[config.mk]
export PLATFORM = sky130hd
export DESIGN_NAME = tiny_pointer_isa_executor
export DESIGN_NICKNAME = d
export VERILOG_FILES = /design/src/hdl/tpie_pkg.sv /design/src/hdl/tiny_pointer_isa_executor.sv /design/src/hdl/tpie_core.sv
export VERILOG_INCLUDE_DIRS = /design/src /design/src/hdl
export SDC_FILE = /design/constraint.sdc
export NUM_CORES = 2
export LEC_CHECK = 0
export BUFFER_PORTS_ARGS = -buffer_cell sky130_fd_sc_hd__buf_2
export CORE_MARGIN = 1
export CORE_UTILIZATION = 29
export CTS_BUF_LIST = sky130_fd_sc_hd__clkbuf_16
export DETAILED_ROUTE_END_ITERATION = 7
export PLACE_DENSITY_LB_ADDON = 0.15
export SYNTH_ARGS = -nofsm -noshare
export SYNTH_HDL_FRONTEND = slang
export SYNTH_SLANG_ARGS = --single-unit
export TNS_END_PERCENT = 10
[constraint.sdc]
create_clock -name clock -period 5.9 [get_ports clock]
set_clock_uncertainty 0.15 [all_clocks]
set_input_delay 1.18 -clock clock [delete_from_list [all_inputs] [get_ports clock]]
set_output_delay 1.18 -clock clock [all_outputs]
set_load 0.01 [all_outputs]
[src/hdl/assert_macros.svh]
// assertion helpers included by the executor top-level rtl file
`ifndef ASSERT_MACROS_SVH
`define ASSERT_MACROS_SVH

// same-cycle implication, checked at every rising edge outside reset
`define ASSERT_NOW(label, clk, rst, ante, cons) \
   label: assert property (@(posedge clk) disable iff (rst) (ante) |-> (cons)) \
      else $error("assertion failed");

// next-cycle implication
`define ASSERT_NEXT(label, clk, rst, ante, cons) \
   label: assert property (@(posedge clk) disable iff (rst) (ante) |=> (cons)) \
      else $error("assertion failed");

`endif

[src/hdl/tpie_pkg.sv]
// ----------------------------------------------------------------------------
// tpie_pkg
// Constants, opcode codes and the shared result type of the pointer machine executor.
// ----------------------------------------------------------------------------
`default_nettype none

package tpie_pkg;

   localparam int NUM_REGS   = 10;
   localparam int DATA_WIDTH = 32;
   localparam int PC_WIDTH   = 16;
   localparam int CP_WIDTH   = $clog2(NUM_REGS);
   localparam int LEN_WIDTH  = 16;
   localparam int CMP_WIDTH  = (PC_WIDTH > LEN_WIDTH) ? PC_WIDTH : LEN_WIDTH;

   localparam logic [3:0] OP_PTR_DOWN     = 4'd0;
   localparam logic [3:0] OP_PTR_UP       = 4'd1;
   localparam logic [3:0] OP_INC          = 4'd2;
   localparam logic [3:0] OP_DEC          = 4'd3;
   localparam logic [3:0] OP_ADD_ACC      = 4'd4;
   localparam logic [3:0] OP_SUB_ACC      = 4'd5;
   localparam logic [3:0] OP_OUTPUT       = 4'd6;
   localparam logic [3:0] OP_INPUT        = 4'd7;
   localparam logic [3:0] OP_LOAD_ACC     = 4'd8;
   localparam logic [3:0] OP_STORE_ACC    = 4'd9;
   localparam logic [3:0] OP_OR           = 4'd10;
   localparam logic [3:0] OP_AND          = 4'd11;
   localparam logic [3:0] OP_EQ           = 4'd12;
   localparam logic [3:0] OP_LOOP_START   = 4'd13;
   localparam logic [3:0] OP_LOOP_END     = 4'd14;
   localparam logic [3:0] OP_LOOP_RESTART = 4'd15;

   typedef struct packed {
      logic                  out_valid;
      logic [31:0]           out_value;
      logic [15:0]           next_pc;
      logic                  was_skipped;
      logic                  done_res;
   } result_type;

endpackage

`default_nettype wire

[src/hdl/tiny_pointer_isa_executor.sv]
// ----------------------------------------------------------------------------
// tiny_pointer_isa_executor
// Ten-register pointer machine executing one 4-bit opcode per item.
// ----------------------------------------------------------------------------
// Each accepted item is one opcode plus an input value; each yields exactly
// one result with the next pc to fetch, an output flag and value, a skip flag
// and a done flag. Throughput is one item per clock while rsp_stall is low.
// An item goes from the input register, through execute, into the result
// register. The rate is set by the machine state loop: an instruction
// reads and updates the register file, pointer, pc and loop state at once.
// The user writes program_length through csr_wr_en/csr_wr_data only while
// idle; the block itself does not enforce this.
`default_nettype none

module tiny_pointer_isa_executor
   import tpie_pkg::*;
(
   input  wire logic               clock,
   input  wire logic               reset,
   input  wire logic               req_valid,
   output logic                    req_stall,
   input  wire logic [3:0]         req_opcode,
   input  wire logic signed [31:0] req_input_value,
   output logic                    rsp_valid,
   input  wire logic               rsp_stall,
   output logic                    rsp_out_valid,
   output logic signed [31:0]      rsp_out_value,
   output logic [15:0]             rsp_next_pc,
   output logic                    rsp_was_skipped,
   output logic                    rsp_done_res,
   input  wire logic               csr_wr_en,
   input  wire logic [15:0]        csr_wr_data
);

`include "assert_macros.svh"

   logic                  in_valid_ff;
   logic [3:0]            opcode_ff;
   logic signed [31:0]    input_value_ff;
   logic [LEN_WIDTH-1:0]  length_ff;
   logic                  rsp_valid_ff;
   result_type            result_ff;
   result_type            result;
   logic                  exec_en;

   // execute when the result register is free or being emptied
   assign exec_en   = in_valid_ff && (!rsp_valid_ff || !rsp_stall);
   assign req_stall = in_valid_ff && !exec_en;

   always_ff @(posedge clock) begin
      if (reset) begin
         in_valid_ff  <= 1'b0;
         rsp_valid_ff <= 1'b0;
         length_ff    <= LEN_WIDTH'(1);
      end else begin
         if (!req_stall) in_valid_ff <= req_valid;
         if (exec_en)               rsp_valid_ff <= 1'b1;
         else if (!rsp_stall)       rsp_valid_ff <= 1'b0;
         if (csr_wr_en) length_ff <= csr_wr_data;
      end
   end

   always_ff @(posedge clock) begin
      if (req_valid && !req_stall) begin
         opcode_ff      <= req_opcode;
         input_value_ff <= req_input_value;
      end
      if (exec_en) result_ff <= result;
   end

   tpie_core u_core (
      .clock          (clock),
      .reset          (reset),
      .exec_en        (exec_en),
      .opcode         (opcode_ff),
      .input_value    (input_value_ff),
      .program_length (length_ff),
      .result         (result)
   );

   assign rsp_valid       = rsp_valid_ff;
   assign rsp_out_valid   = result_ff.out_valid;
   assign rsp_out_value   = result_ff.out_value;
   assign rsp_next_pc     = result_ff.next_pc;
   assign rsp_was_skipped = result_ff.was_skipped;
   assign rsp_done_res    = result_ff.done_res;

   `ASSERT_NOW(a_skip_no_output, clock, reset, rsp_valid && rsp_was_skipped, !rsp_out_valid)
   `ASSERT_NOW(a_value_zero, clock, reset, rsp_valid && !rsp_out_valid, rsp_out_value == 32'sd0)
   `ASSERT_NEXT(a_exec_fills_rsp, clock, reset, exec_en, rsp_valid_ff)
   `ASSERT_NEXT(a_held_item_kept, clock, reset, in_valid_ff && !exec_en, in_valid_ff)

endmodule

`default_nettype wire

[src/hdl/tpie_core.sv]
// ----------------------------------------------------------------------------
// tpie_core
// Machine state and combinational instruction execute logic.
// ----------------------------------------------------------------------------
`default_nettype none

module tpie_core
   import tpie_pkg::*;
(
   input  wire logic                  clock,
   input  wire logic                  reset,
   input  wire logic                  exec_en,
   input  wire logic [3:0]            opcode,
   input  wire logic signed [31:0]    input_value,
   input  wire logic [LEN_WIDTH-1:0]  program_length,
   output result_type                 result
);

   logic [DATA_WIDTH-1:0] reg_file_ff [NUM_REGS];
   logic [DATA_WIDTH-1:0] reg_file_in [NUM_REGS];
   logic [CP_WIDTH-1:0]   cp_ff, cp_in;
   logic [PC_WIDTH-1:0]   pc_ff, pc_in;
   logic [PC_WIDTH-1:0]   loop_ff, loop_in;
   logic                  skip_ff, skip_in;

   logic [DATA_WIDTH-1:0] acc;
   logic [DATA_WIDTH-1:0] cell_val;
   logic                  skipped;
   logic                  out_valid;
   logic [31:0]           out_value;

   always_comb begin
      acc         = reg_file_ff[0];
      cell_val    = reg_file_ff[cp_ff];
      reg_file_in = reg_file_ff;
      cp_in       = cp_ff;
      pc_in       = pc_ff + PC_WIDTH'(1);
      loop_in     = loop_ff;
      skip_in     = skip_ff;
      out_valid   = 1'b0;
      out_value   = '0;
      // while skipping, only a loop end is executed
      skipped     = skip_ff && (opcode != OP_LOOP_END);
      if (!skipped) begin
         unique case (opcode)
            OP_PTR_DOWN: begin
               if (cp_ff > CP_WIDTH'(1)) cp_in = cp_ff - CP_WIDTH'(1);
            end
            OP_PTR_UP: begin
               if (cp_ff < CP_WIDTH'(NUM_REGS - 1)) cp_in = cp_ff + CP_WIDTH'(1);
            end
            OP_INC:       reg_file_in[cp_ff] = cell_val + DATA_WIDTH'(1);
            OP_DEC:       reg_file_in[cp_ff] = cell_val - DATA_WIDTH'(1);
            OP_ADD_ACC:   reg_file_in[cp_ff] = cell_val + acc;
            OP_SUB_ACC:   reg_file_in[cp_ff] = cell_val - acc;
            OP_OUTPUT: begin
               out_valid = 1'b1;
               out_value = 32'(signed'(cell_val));
            end
            OP_INPUT:     reg_file_in[cp_ff] = DATA_WIDTH'(input_value);
            OP_LOAD_ACC:  reg_file_in[0] = cell_val;
            OP_STORE_ACC: reg_file_in[cp_ff] = acc;
            OP_OR:        reg_file_in[0] = DATA_WIDTH'((acc != '0) || (cell_val != '0));
            OP_AND:       reg_file_in[0] = DATA_WIDTH'((acc != '0) && (cell_val != '0));
            OP_EQ:        reg_file_in[0] = DATA_WIDTH'(acc == cell_val);
            OP_LOOP_START: begin
               if (acc == '0) skip_in = 1'b1;
               else           loop_in = pc_ff;
            end
            OP_LOOP_END: begin
               if (skip_ff) skip_in = 1'b0;
               else         pc_in   = loop_ff;
            end
            // loop restart
            default:      pc_in = loop_ff;
         endcase
      end
      result.out_valid   = out_valid;
      result.out_value   = out_value;
      result.next_pc     = 16'(pc_in);
      result.was_skipped = skipped;
      result.done_res    = CMP_WIDTH'(pc_in) >= CMP_WIDTH'(program_length);
   end

   always_ff @(posedge clock) begin
      if (reset) begin
         for (int i = 0; i < NUM_REGS; i++) reg_file_ff[i] <= '0;
         cp_ff   <= CP_WIDTH'(1);
         pc_ff   <= '0;
         loop_ff <= '0;
         skip_ff <= 1'b0;
      end else if (exec_en) begin
         reg_file_ff <= reg_file_in;
         cp_ff       <= cp_in;
         pc_ff       <= pc_in;
         loop_ff     <= loop_in;
         skip_ff     <= skip_in;
      end
   end

endmodule

`default_nettype wire

---- Word level (Yosys, flattened, before mapping) ----
Cells that the tools add are included.
operators by class
  mux-type cells .......................... 24
  $lt $le $gt $ge ......................... 5
  equal/unequal tests ..................... 20
  bitwise operators ....................... 4
  add/subtract/negate cells ............... 7
  reductions and logical operators ........ 27
operators with widths
  kind                     number
  $bwmux W320              6
  $pmux W288 S6            1
  $pmux W32 S10            1
  $bmux W32 S4             1
  $demux W32 S4            1
  $mux W32                 3
  $reduce_bool A32 Y1      2
  $add A32 B1 Y32 const B  1
  $add A32 B32 Y32         1
  $eq A32 B32 Y1           1
  $logic_not A32 Y1        1
  $mux W16                 2
  $pmux W16 S2             1
  $sub A32 B1 Y32 const B  1
  $sub A32 B32 Y32         1
  $eq A4 B4 Y1 const B     7
  $add A16 B1 Y16 const B  1
  $eq A4 B3 Y1 const B     4
  $ge A16 B16 Y1           1
  $reduce_or A14 Y1        1
  $reduce_bool A10 Y1      1
  $eq A4 B2 Y1 const B     2
  $mux W4                  2
  $ne A2 B1 Y1 const B     4
  other kinds (23)         40
word-level totals
  register bits ........................... 462
  bits of input ports ..................... 57
  word-level logic and storage cells ...... 111
  output and inout bits ................... 53

---- Logic depth before layout (Yosys ltp) ----
  depth after elaboration ................. 7
  gate-level depth with buffers ........... 22
  depth with buffers taken out ............ 17

---- Modules after synthesis ----
From an unflattened synthesis, not the netlist that was laid out.
unflattened totals
  cells, all modules ...................... 4613
  area total of the unflattened synthesis .. 35211.3 um^2
by module, submodules not included
  module                     cells each  area each (um^2)  times used
  tpie_core                  4464        31938.1           1
  tiny_pointer_isa_executor  149         3273.1            1

---- Worst setup path before layout ----
Ideal clock, no wire load.
  path type ............................... register to register
  from .................................... register u_core.cp_ff[0]
  to ...................................... register (tool-made name)
  buffers on the path ..................... 3
  cell stages (with the launch flop) ...... 19
  required time ........................... 5.616 ns
  period minus slack after synthesis ...... 5.193 ns
  setup slack ............................. 0.707 ns
  setup time .............................. 0.134 ns
  data arrival time ....................... 4.909 ns
  path through ............................ dfxtp_1 > buf_6 > mux2_2 > a222oi_1 > and2_1 > clkbuf_1 > clkinv_1 > ha_1 > or4b_2 > or4_1 > nor2_1 > o211ai_1 > o21a_1 > a2111o_1 > nand4_1 > and2_1 > clkbuf_1 > and4_1 > nor4_2
RTL lines
  what                      line             text
  start: declaration        tpie_core.sv:21  logic [CP_WIDTH-1:0] cp_ff, cp_in;
  start signal: assignment  tpie_core.sv:94  cp_ff <= cp_in;

==> impl_metrics.env <==
export IMPL_drtIter0Drc=5736
export IMPL_critPathLaunchType="flip-flop"
export IMPL_multi_input_area_um2=22520
export IMPL_synth_ff_type="dfxtp_1"
export IMPL_cts_made_buffers=58
export IMPL_vias=40074
export IMPL_regArea_um2=10130
export IMPL_p_leak_nw=14.91
export IMPL_synth_area_top_cells="dfxtp_1, o21ai_0, edfxtp_1, a21oi_1, nor2_1"
export IMPL_synth_seq_cells=462
export IMPL_syn_mean_instance_area_um2=7.501
export IMPL_io_buffers=109
export IMPL_grt_pass1_wl_mm=285.9
export IMPL_fill_cells=12570
export IMPL_yosysUniqueCellTypes=97
export IMPL_nets=4823
export IMPL_finalInstanceArea_um2=40080
export IMPL_wl_per_cell_um=32.68
export IMPL_yosysWarnings=0
export IMPL_fmax_ghz=0.1729
export IMPL_crit_fanout=18
export IMPL_grt_ovfl_total=0
export IMPL_place_gp_congestion=0.9992
export IMPL_cts_path_max_buffers=3
export IMPL_antenna_found_initial=6
export IMPL_layout_drive_gt1_share_pct=16.17
export IMPL_die_h_um=346.5
export IMPL_via_per_inst=6.404
export IMPL_area_growth_pct=16.46
export IMPL_drc_errors=0
export IMPL_rsz0062_at_grt="false"
export IMPL_post_route_min_period_ns=5.784
export IMPL_grt_pass1_vias=36883
export IMPL_seq_area_frac_synth_pct=29.40
export IMPL_final_max_slew_viol_count=0
export IMPL_yosysMostFrequentCell="o21ai_0"
export IMPL_die_area_um2=120100
export IMPL_hold_viol=0
export IMPL_placed_area_um2=38050
export IMPL_io_pins=110
export IMPL_max_slew_margin_rel_pct=7.251
export IMPL_cts_clk_slew_worst_paths_ns=0.06
export IMPL_crit_type="flip-flop to flip-flop"
export IMPL_fin_crit_sh_pct=98.04
export IMPL_die_w_um=346.5
export IMPL_maxCapViolations=0
export IMPL_crit_required_ns=6.38
export IMPL_num_rows=126
export IMPL_synth_edf_count=87
export IMPL_clockRootBuffer="clkbuf_16"
export IMPL_synth_area_um2=34420
export IMPL_core_area_um2=117900
export IMPL_cts_sinks=462
export IMPL_synth_top_cells_by_count="o21ai_0, nor2_1, a21oi_1"
export IMPL_cts_tree="built"
export IMPL_initial_core_util_pct=29.19
export IMPL_postCtsHoldBufs=0
export IMPL_hpwl_mm=142.0
export IMPL_ys_async_sr_fraction_pct=0
export IMPL_end_kind="flip-flop"
export IMPL_wirelength_mm=204.5
export IMPL_syn_num_nets=4742
export IMPL_yosysTopAreaCellShare_pct=21.81
export IMPL_worst_pin_slew_ns=1.390
export IMPL_grt_max_degree=151
export IMPL_fin_ws_ns=0.1155
export IMPL_finalSetupViolations=0
export IMPL_cts_htree_levels=2
export IMPL_clk_insertion_delay_late_ns=0.71
export IMPL_powerDensity_nw_per_um2=235.2
export IMPL_holdCritPathClass="flip-flop to flip-flop"
export IMPL_dr_pass1_iters=6
export IMPL_vdd_drop_max_uv=201.6
export IMPL_drt_antenna_violating_nets=0
export IMPL_synthCells=4588
export IMPL_place_ws_ns=-0.06220
export IMPL_post_synth_top_area_cell="dfxtp_1"
export IMPL_track_usage_pct=32.77
export IMPL_status="completed"
export IMPL_cp_arrival_ns=6.26
## placed cells by master, fill, tap and decap left out, types with 32 or more instances in the layout
cell type  netlist  routed
o21ai_0        569     562
nor2_1         553     535
a21oi_1        463     452
dfxtp_1        375     371
buf_4            3     321
nand2_1        326     317
nor3_1         173     168
inv_1          100     109
o22ai_1        109     109
buf_2           28     108
a211oi_1       107     107
ha_1            95      95
edfxtp_1        87      87
a31oi_1         68      68
nand3_1         64      64
and3_1          63      63
mux2i_1         62      62
nor4_1          62      62
clkbuf_16        0      60
xnor2_1         59      58
mux2_2          49      49
a221oi_1        48      48
a22oi_1         45      45
mux4_2          36      36
o21bai_1        34      34
o211ai_1        32      32
## through the flow
step | setup TNS (ns) | cells | total power, mW | utilization (%) | hold slack [ns]
global placement | 0 | 6137 | 5.623 | 32.27 | 0.3152
floorplan | 0 | 4588 | 4.611 | - | 0.2851
finish | 0 | 6258 | 9.425 | 33.99 | 0.3114
detailed placement | -0.06220 | 6137 | 5.620 | 32.27 | 0.3033
CTS | 0 | 6247 | 9.374 | 33.89 | 0.3116
global route | 0 | 6256 | 9.682 | 33.98 | 0.3364
## cell families after synthesis
family / count (synthesis) / share of synthesized area (%)
compound gates: 1772 / 31.84
simple gates: 1492 / 20.90
buf+inv: 525 / 5.991
flops: 462 / 29.40
mux: 153 / 5.969
fa+ha+maj: 97 / 3.570
xor+xnor: 87 / 2.334
## critical path, cell delays in order (launching register included)
cell and delay [ns]:
dfxtp_4 0.45, buf_12 0.21, nor3b_4 0.55, buf_4 0.25
a222oi_1 0.07, and2_1 0.30, inv_1 0.26, ha_1 0.36
a21boi_0 0.40, nand2_1 0.30, nor4_4 0.83, nand2b_1 0.33
nand3b_1 0.30, xnor2_2 0.54, a22oi_1 0.18, o22ai_1 0.21
## final timing paths
| kind | from | to | slack (ns) | depth (start not counted) |
|---|---|---|---|---|
| worst max-delay path | u_core.cp_ff[1] | flip-flop | 0.12 | 15 |
| worst min-delay path | flip-flop | flip-flop | 0.31 | 2 |
| worst max register to register | u_core.cp_ff[1] | flip-flop | 0.12 | 15 |
| worst min register to register | flip-flop | flip-flop | 0.31 | 2 |
## power breakdown
part / leakage (nW) / internal, mW / total [mW] / switching, mW
Sequential: 3.87 / 3.29 / 3.38 / 0.0978
Clock: 0.982 / 2.10 / 3.78 / 1.68
Combinational: 10.1 / 0.719 / 2.26 / 1.54
## area by class of cell
class | count | area share [%]
Multi-Input combinational cell | 3601 | 56.18
Sequential cell | 462 | 25.27
Timing Repair Buffer | 442 | 7.985
Tap cell | 1536 | 4.795
Clock buffer | 60 | 3.746
Clock inverter | 50 | 1.024
Inverter | 104 | 0.9771
Antenna cell | 3 | 0.01873
## repair_timing
action,4_1_cts,5_1_grt
buffers inserted,0,8
endpoints found under the setup margin,2,43
pin swaps,0,3
resized for setup,1,8
## metal layers
| metal | share of wire [%] | vias up | GRT usage (%) |
|---|---|---|---|
| li1 | - | 17279 | - |
| met5 | 0.0064 | - | 0 |
| met2 | 42 | 2706 | 47.85 |
| met3 | 11 | 585 | 7.155 |
| met4 | 7.3 | 2 | 20.93 |
| met1 | 40 | 19502 | 43.39 |
Power figures use the tool's default switching activity.
